## config.mk

```make
export PLATFORM = sky130hd
export DESIGN_NAME = bps_isqrt
export DESIGN_NICKNAME = d
export VERILOG_FILES = /design/src/sv/bezier_polyline_sampler_top_defines.svh /design/src/sv/bps_pkg.sv /design/src/sv/bps_isqrt.sv
export SDC_FILE = /design/constraint.sdc
export NUM_CORES = 1
export LEC_CHECK = 0
export BUFFER_PORTS_ARGS = -buffer_cell sky130_fd_sc_hd__buf_4
export CAP_MARGIN = 10
export CORE_MARGIN = 1
export CORE_UTILIZATION = 26
export DETAILED_ROUTE_END_ITERATION = 12
export GPL_TIMING_DRIVEN = 0
export PLACE_DENSITY = 0.53
export SYNTH_ARGS = -nofsm -noshare
export SYNTH_HDL_FRONTEND = slang
export SYNTH_SLANG_ARGS = --single-unit
export TNS_END_PERCENT = 50
```

## constraint.sdc

```tcl
create_clock -name clk -period 3.15 [get_ports clk]
set_clock_uncertainty 0.05 [all_clocks]
set_input_delay 0.7875 -clock clk [delete_from_list [all_inputs] [get_ports clk]]
set_output_delay 0.7875 -clock clk [all_outputs]
set_load 0.05 [all_outputs]
```

## src/sv/bezier_polyline_sampler_top_defines.svh

```systemverilog
// assertion macros for the bezier polyline sampler
// used by bezier_polyline_sampler_top, expects clk and rst_n in scope
`ifndef BEZIER_POLYLINE_SAMPLER_TOP_DEFINES_SVH
`define BEZIER_POLYLINE_SAMPLER_TOP_DEFINES_SVH

// same-cycle implication, disabled during reset
`define BPS_ASSERT_NOW(label, ante, cons, msg) \
    label: assert property (@(posedge clk) disable iff (!rst_n) (ante) |-> (cons)) \
        else $error(msg);

// next-cycle implication, disabled during reset
`define BPS_ASSERT_NEXT(label, ante, cons, msg) \
    label: assert property (@(posedge clk) disable iff (!rst_n) (ante) |=> (cons)) \
        else $error(msg);

`endif

```

## src/sv/bps_pkg.sv

```systemverilog
// shared types, codes and constants for the bezier polyline sampler
// no dependencies
package bps_pkg;

    localparam int SAMPLE_STEPS_DEF = 1023;
    localparam int MAX_CTRL_DEF     = 16;

    localparam int COORD_W = 16;
    localparam int POS_W   = 10;
    localparam int DIST_W  = 32;
    localparam int CFG_W   = 16;
    localparam int ROOT_W  = 32;
    localparam int RAD_W   = 2 * ROOT_W;

    localparam logic [63:0] HALF_Q30 = 64'd1 << 29;
    localparam logic [31:0] ONE_Q30  = 32'd1 << 30;

    typedef enum logic [1:0] {
        OP_LOAD    = 2'd0,
        OP_NEAREST = 2'd1,
        OP_AT_POS  = 2'd2,
        OP_EXTENTS = 2'd3
    } op_t;

    localparam logic [1:0] ST_OK        = 2'd0;
    localparam logic [1:0] ST_FULL      = 2'd1;
    localparam logic [1:0] ST_NOT_BUILT = 2'd2;

    localparam logic [1:0] CFG_DEDUP  = 2'd0;
    localparam logic [1:0] CFG_XSCALE = 2'd1;
    localparam logic [1:0] CFG_YSCALE = 2'd2;

    localparam logic [1:0] DEDUP_BOTH = 2'd0;
    localparam logic [1:0] DEDUP_X    = 2'd1;
    localparam logic [1:0] DEDUP_Y    = 2'd2;

    // round half up of a q30 sum, saturated to 16 bits signed
    function automatic logic signed [COORD_W-1:0] round_q30_sat(logic signed [63:0] v);
        logic signed [63:0] r;
        logic signed [63:0] q;
        r = v + $signed(HALF_Q30);
        q = r >>> 30;
        if (q > 64'sd32767)
            return 16'sh7fff;
        else if (q < -64'sd32768)
            return 16'sh8000;
        else
            return q[COORD_W-1:0];
    endfunction

endpackage

```

## src/sv/bps_isqrt.sv

```systemverilog
// digit-by-digit integer square root, two radicand bits per cycle
// depends on bps_pkg
module bps_isqrt (
    input  logic                       clk,
    input  logic                       rst_n,
    input  logic                       start,
    input  logic [bps_pkg::RAD_W-1:0]  radicand,
    output logic                       done,
    output logic [bps_pkg::ROOT_W-1:0] root
);
    import bps_pkg::*;

    localparam int CW = $clog2(ROOT_W);

    logic              run_reg, run_next;
    logic              done_reg, done_next;
    logic [CW-1:0]     cnt_reg, cnt_next;
    logic [RAD_W-1:0]  val_reg, val_next;
    logic [ROOT_W+1:0] rem_reg, rem_next;
    logic [ROOT_W-1:0] root_reg, root_next;
    logic [ROOT_W+3:0] rem_sh;
    logic [ROOT_W+3:0] trial;
    logic              ge;

    assign rem_sh = {rem_reg, val_reg[RAD_W-1 -: 2]};
    assign trial  = {2'b00, root_reg, 2'b01};
    assign ge     = rem_sh >= trial;

    always_comb
    begin
        run_next  = run_reg;
        done_next = 1'b0;
        cnt_next  = cnt_reg;
        val_next  = val_reg;
        rem_next  = rem_reg;
        root_next = root_reg;
        if (start)
        begin
            run_next  = 1'b1;
            cnt_next  = '0;
            val_next  = radicand;
            rem_next  = '0;
            root_next = '0;
        end
        else if (run_reg)
        begin
            rem_next  = ge ? (ROOT_W+2)'(rem_sh - trial) : (ROOT_W+2)'(rem_sh);
            root_next = {root_reg[ROOT_W-2:0], ge};
            val_next  = {val_reg[RAD_W-3:0], 2'b00};
            cnt_next  = cnt_reg + 1'b1;
            if (cnt_reg == CW'(ROOT_W - 1))
            begin
                run_next  = 1'b0;
                done_next = 1'b1;
            end
        end
    end

    always_ff @(posedge clk or negedge rst_n)
    begin
        if (!rst_n)
        begin
            run_reg  <= 1'b0;
            done_reg <= 1'b0;
            cnt_reg  <= '0;
        end
        else
        begin
            run_reg  <= run_next;
            done_reg <= done_next;
            cnt_reg  <= cnt_next;
        end
    end

    always_ff @(posedge clk)
    begin
        val_reg  <= val_next;
        rem_reg  <= rem_next;
        root_reg <= root_next;
    end

    assign done = done_reg;
    assign root = root_reg;

endmodule

```

# Yosys cells after proc, flatten, opt, wreduce, memory -nomap -nowiden
# Index checks and enable logic that the tools add are counted.
# word_totals
ff_bits,137
in_bits,67
output_inout_bits,33
word_cells,22
# op_classes
add_sub_neg,2
reduce_logical,1
n_eq_ne,1
n_mux,11
magnitude_cmp,1
# ops
op,count
64-bit two-way mux,2
36-bit by 34-bit greater-or-equal comparator with 1-bit output,1
34-bit two-way mux,1
34-bit subtractor,1
5-bit two-way mux,2
1-bit two-way mux,6
5-bit by 1-bit adder with 5-bit output (second input constant),1
5-bit == test (second input constant),1
2-bit nonzero test,1

# Longest topological paths before layout
# logic_depth
word_depth,4
depth_mapped,12
depth_no_buf,10

# Least setup slack after synthesis
# Ideal clock, no wire load.
# synth_timing
path_kind,register to register
from,register root_reg[12] (netlist: root[12])
to,register rem_reg[27]
required_ns,3.009
t_arrival_ns,3.153
setup_slack_ns,-0.144
period_less_slack_ns,3.294
setup_time_ns,0.091
stages_incl_launch_ff,12
path_buffers,1
cell_sequence,dfxtp_1 inv_1 ha_1 clkbuf_1 a21o_1 a21o_1 a211oi_1 and3_1 o21ai_1 or4b_2 a31o_2 a311oi_1
# synth_via
elab_chain_len,2
elab_cells_between_ends,3
# synth_lines
item,line,source
from (decl),bps_isqrt.sv:20,"logic [ROOT_W-1:0] root_reg, root_next;"
from (signal assigned),bps_isqrt.sv:79,root_reg <= root_next;
34-bit subtractor or 36-bit by 34-bit greater-or-equal comparator with 1-bit output (tied branches),"bps_isqrt.sv:47, bps_isqrt.sv:27",
34-bit two-way mux *,bps_isqrt.sv:47,rem_next = ge ? (ROOT_W+2)'(rem_sh - trial) : (ROOT_W+2)'(rem_sh);
to (signal assigned),bps_isqrt.sv:78,rem_reg <= rem_next;
to (decl),bps_isqrt.sv:19,"logic [ROOT_W+1:0] rem_reg, rem_next;"
# Mark *: on every way between the ends. The rest lies on a longest branch, timed or not.
# A chain may end at the register's enable or synchronous reset.

# Worst setup path in the final report
# layout_timing
from,register val_reg[62]
to,register rem_reg[25]
# layout_via
elab_chain_len,2
elab_cells_between_ends,3
# layout_lines
item,line,source
from (decl),bps_isqrt.sv:18,"logic [RAD_W-1:0] val_reg, val_next;"
from (signal assigned),bps_isqrt.sv:77,val_reg <= val_next;
34-bit subtractor or 36-bit by 34-bit greater-or-equal comparator with 1-bit output (tied branches),"bps_isqrt.sv:47, bps_isqrt.sv:27",
34-bit two-way mux *,bps_isqrt.sv:47,
# Marked as above.

==> impl_metrics.env <==
export IMPL_wirelength_mm=21.3
export IMPL_crit_chain="inv_2, ha_1, nand2b_4, a21o_1, a32oi_2, o21a_4, a2111oi_4, buf_4, o31ai_4, buf_6, buf_4, and3_1, a311o_1"
export IMPL_yosys_mux_area_fraction_pct=13.8
export IMPL_clk_pin_slew_ps=70
export IMPL_final_util_pct=35.6
export IMPL_hold_class="in2async"
export IMPL_routabilityCongestion=0.838
export IMPL_cp_end_kind="register"
export IMPL_rows=62
export IMPL_synth_xor_area_share_pct=3.10
export IMPL_largest_reg_flops=64
export IMPL_netlist_instances=755
export IMPL_yosys_area_share_simple_pct=13.8
export IMPL_io_buffers=99
export IMPL_timing_rr_end="rem_reg[25]"
export IMPL_crit_path_top_delay_cell="edfxtp_1"
export IMPL_fp_dieArea_mm2=0.0300
export IMPL_diodes=0
export IMPL_clock_sinks=137
export IMPL_yosysSeqAreaShare_pct=44.9
export IMPL_synth_top_area_share_pct=25.2
export IMPL_syn_avg_cell_area_um2=10.1
export IMPL_synth_top_area_cell="edfxtp_1"
export IMPL_cts_tree="built"
export IMPL_synth_common_cells="nor2_1 (86), dfxtp_1 (66), edfxtp_1 (64), nand2_1 (64), mux2_2 (62)"
export IMPL_crit_cells=13
export IMPL_path_class="reg2reg"
export IMPL_hold_violations=0
export IMPL_worst_pin_slew_ps=837
export IMPL_area_growth_pct=34.6
export IMPL_clock_latency_ps=430
export IMPL_synthDistinctLibCells=62
export IMPL_cp_required_ps=3410
export IMPL_finalMaxSlewViolations=0
export IMPL_die_h_um=173
export IMPL_track_usage_pct=13.9
export IMPL_start_util_pct=26.5
export IMPL_vias_per_cell=4.80
export IMPL_finalCritPeriodShare_pct=97.5
export IMPL_grt_pass1_wl_mm=33.3
export IMPL_synth_fa_ha_area_share_pct=5.91
export IMPL_cts_made_buffers=17
export IMPL_slew_headroom_pct=44.2
export IMPL_drt_wirelength_per_cell_um=16.3
export IMPL_fp_dieW_um=173
export IMPL_whs_ps=105
export IMPL_num_vias=6255
export IMPL_syn_area_mm2=0.00762
export IMPL_start_kind="register"
export IMPL_grt_max_degree=36
export IMPL_dp_cells=1239
export IMPL_rr_startpoint="val_reg[62]"
export IMPL_synth_top_family_by_area="compound AO/OA/AOI/OAI gates"
export IMPL_synth_compound_area_share_pct=14.2
export IMPL_crit_family="compound AO/OA/AOI/OAI gates"
export IMPL_synth_edf_count=64
export IMPL_final_area_mm2=0.0102
export IMPL_dpl_cell_area_mm2=0.00888
export IMPL_reg2reg_slack_ps=80
export IMPL_firstDrtPassIters=5
export IMPL_syn_nets=858
export IMPL_final_setup_viol_count=0
export IMPL_fin_crit_ps=3070
export IMPL_cp_common_cell="buf_4"
export IMPL_cts_max_path_buffers=2
export IMPL_fmax_mhz=326
export IMPL_synth_seq_cells=137
export IMPL_post_dp_hpwl_mm=14.8
export IMPL_fp_coreArea_mm2=0.0288
export IMPL_yosysMostFrequentCell="nor2_1"
export IMPL_drt_iter0_markers=284
export IMPL_run_status="finished, final reports clean"
export IMPL_fin_cells=1303
export IMPL_drive_gt1_share_pct=35.6
export IMPL_maxCapViolCount=0
export IMPL_crit_arrival_ps=3330
export IMPL_finalPower_mw=9.49
export IMPL_grt_pass1_vias=6169
export IMPL_vdd_drop_max_mv=0.529
export IMPL_cp_num_buf_inv=4
export IMPL_power_density_mw_per_mm2=926
export IMPL_path_max_fanout=6
export IMPL_grt_overflow=0
export IMPL_yosys_most_used_dff="dfxtp_1"
export IMPL_htree_num_levels=4
export IMPL_yosys_warnings=0
export IMPL_nets=1009
export IMPL_reg2reg_depth=13
export IMPL_leakage_nw=4.29
export IMPL_pin_count=100
export IMPL_max_stage_delay_ps=490
export IMPL_synth_area_leaders="edfxtp_1 (25%), dfxtp_1 (17%), mux2_2 (9.2%)"
export IMPL_async_flop_share_pct=5.11
export IMPL_antenna_left=0
export IMPL_drc=0
export IMPL_antenna_found_initial=0
export IMPL_root_buffer="clkbuf_16"
-- final cells by class --
class	count	area (um^2)
Inverter	45	169
Clock inverter	15	181
Fill cell	2927	18500
Tap cell	384	480
Multi-Input combinational cell	533	4290
Sequential cell	137	3450
Timing Repair Buffer	135	1030
Clock buffer	17	425
Buffer	37	219
-- worst register-to-register path, stage by stage, from the launching register on --
cell	delay, ps
edfxtp_1	490
inv_2	100
ha_1	160
nand2b_4	130
a21o_1	160
a32oi_2	170
o21a_4	270
a2111oi_4	390
buf_4	180
o31ai_4	50
buf_6	180
buf_4	150
and3_1	160
a311o_1	300
-- where the power goes --
part	total (mW)	internal (mW)	switching [mW]
clock network	2.06	1.08	0.979
registers	2.37	2.15	0.221
logic	5.06	2.46	2.61
-- cells by family after synthesis --
group                      Yosys count
AOI/OAI and AO/OA                  143
xor gates and xnor gates            27
adders and majority gates           36
buffers and inverters               85
DFF                                137
muxes                               97
and+or+nand+nor                    230
-- stage by stage --
| step | setup TNS [ps] | setup WS, ps |
|---|---|---|
| final | 0 | 80.1 |
| after global routing | -27.9 | -17.5 |
| after CTS | 0 | 1.74 |
| after detailed placement | -8940 | -385 |
| after global placement | -71780 | -993 |
| after floorplan | 0 | 3.83 |
-- routing by layer --
metal | wire length (um) | global-route usage, % | vias up | share of wire, %
li1 | - | - | 3074 | -
met1 | 9820 | 17.9 | 3026 | 46
met2 | 9810 | 22.4 | 136 | 46
met3 | 1350 | 4.38 | 19 | 6.3
met4 | 278 | 3.83 | 0 | 1.3
met5 | 0 | 0 | - | 0
-- how the worst max path moves through the flow --
stage	end	start	slack, ps
after floorplan	rem_reg[24]	root[5]	4
after global placement	val_reg[42]	start	-990
after detailed placement	rem_reg[24]	root[4]	-380
after CTS	rem_reg[25]	root[19]	2
after global routing	rem_reg[25]	root[19]	-20
final	rem_reg[25]	val_reg[62]	80
-- timing repair --
action,CTS,global route
setup endpoints to repair,35,35
hold buffers,0,0
cloned,2,0
resized for setup,36,75
buffers inserted,6,27
pin swaps,10,29
-- layout by cell type (no fill, tap or decap), types with 8 or more instances in the layout --
cell type | synthesis | layout
buf_4 | 0 | 132
xnor2_1 | 14 | 14
inv_1 | 44 | 38
nand3_1 | 17 | 17
buf_1 | 10 | 10
nand4_1 | 8 | 8
a21o_1 | 19 | 18
dfxtp_2 | 0 | 17
xor2_1 | 13 | 13
nand2_1 | 64 | 64
ha_4 | 0 | 18
dfxtp_1 | 66 | 45
o21ai_0 | 17 | 17
mux2_2 | 62 | 62
a21oi_1 | 22 | 20
ha_1 | 36 | 14
clkbuf_16 | 0 | 17
a311oi_1 | 22 | 17
and3_1 | 10 | 8
nor3_1 | 13 | 12
nor2_1 | 86 | 86
clkbuf_1 | 23 | 18
nand2b_1 | 9 | 8
edfxtp_1 | 64 | 64
mux2i_1 | 35 | 35
Note: power is estimated with default switching activity, not from simulation.
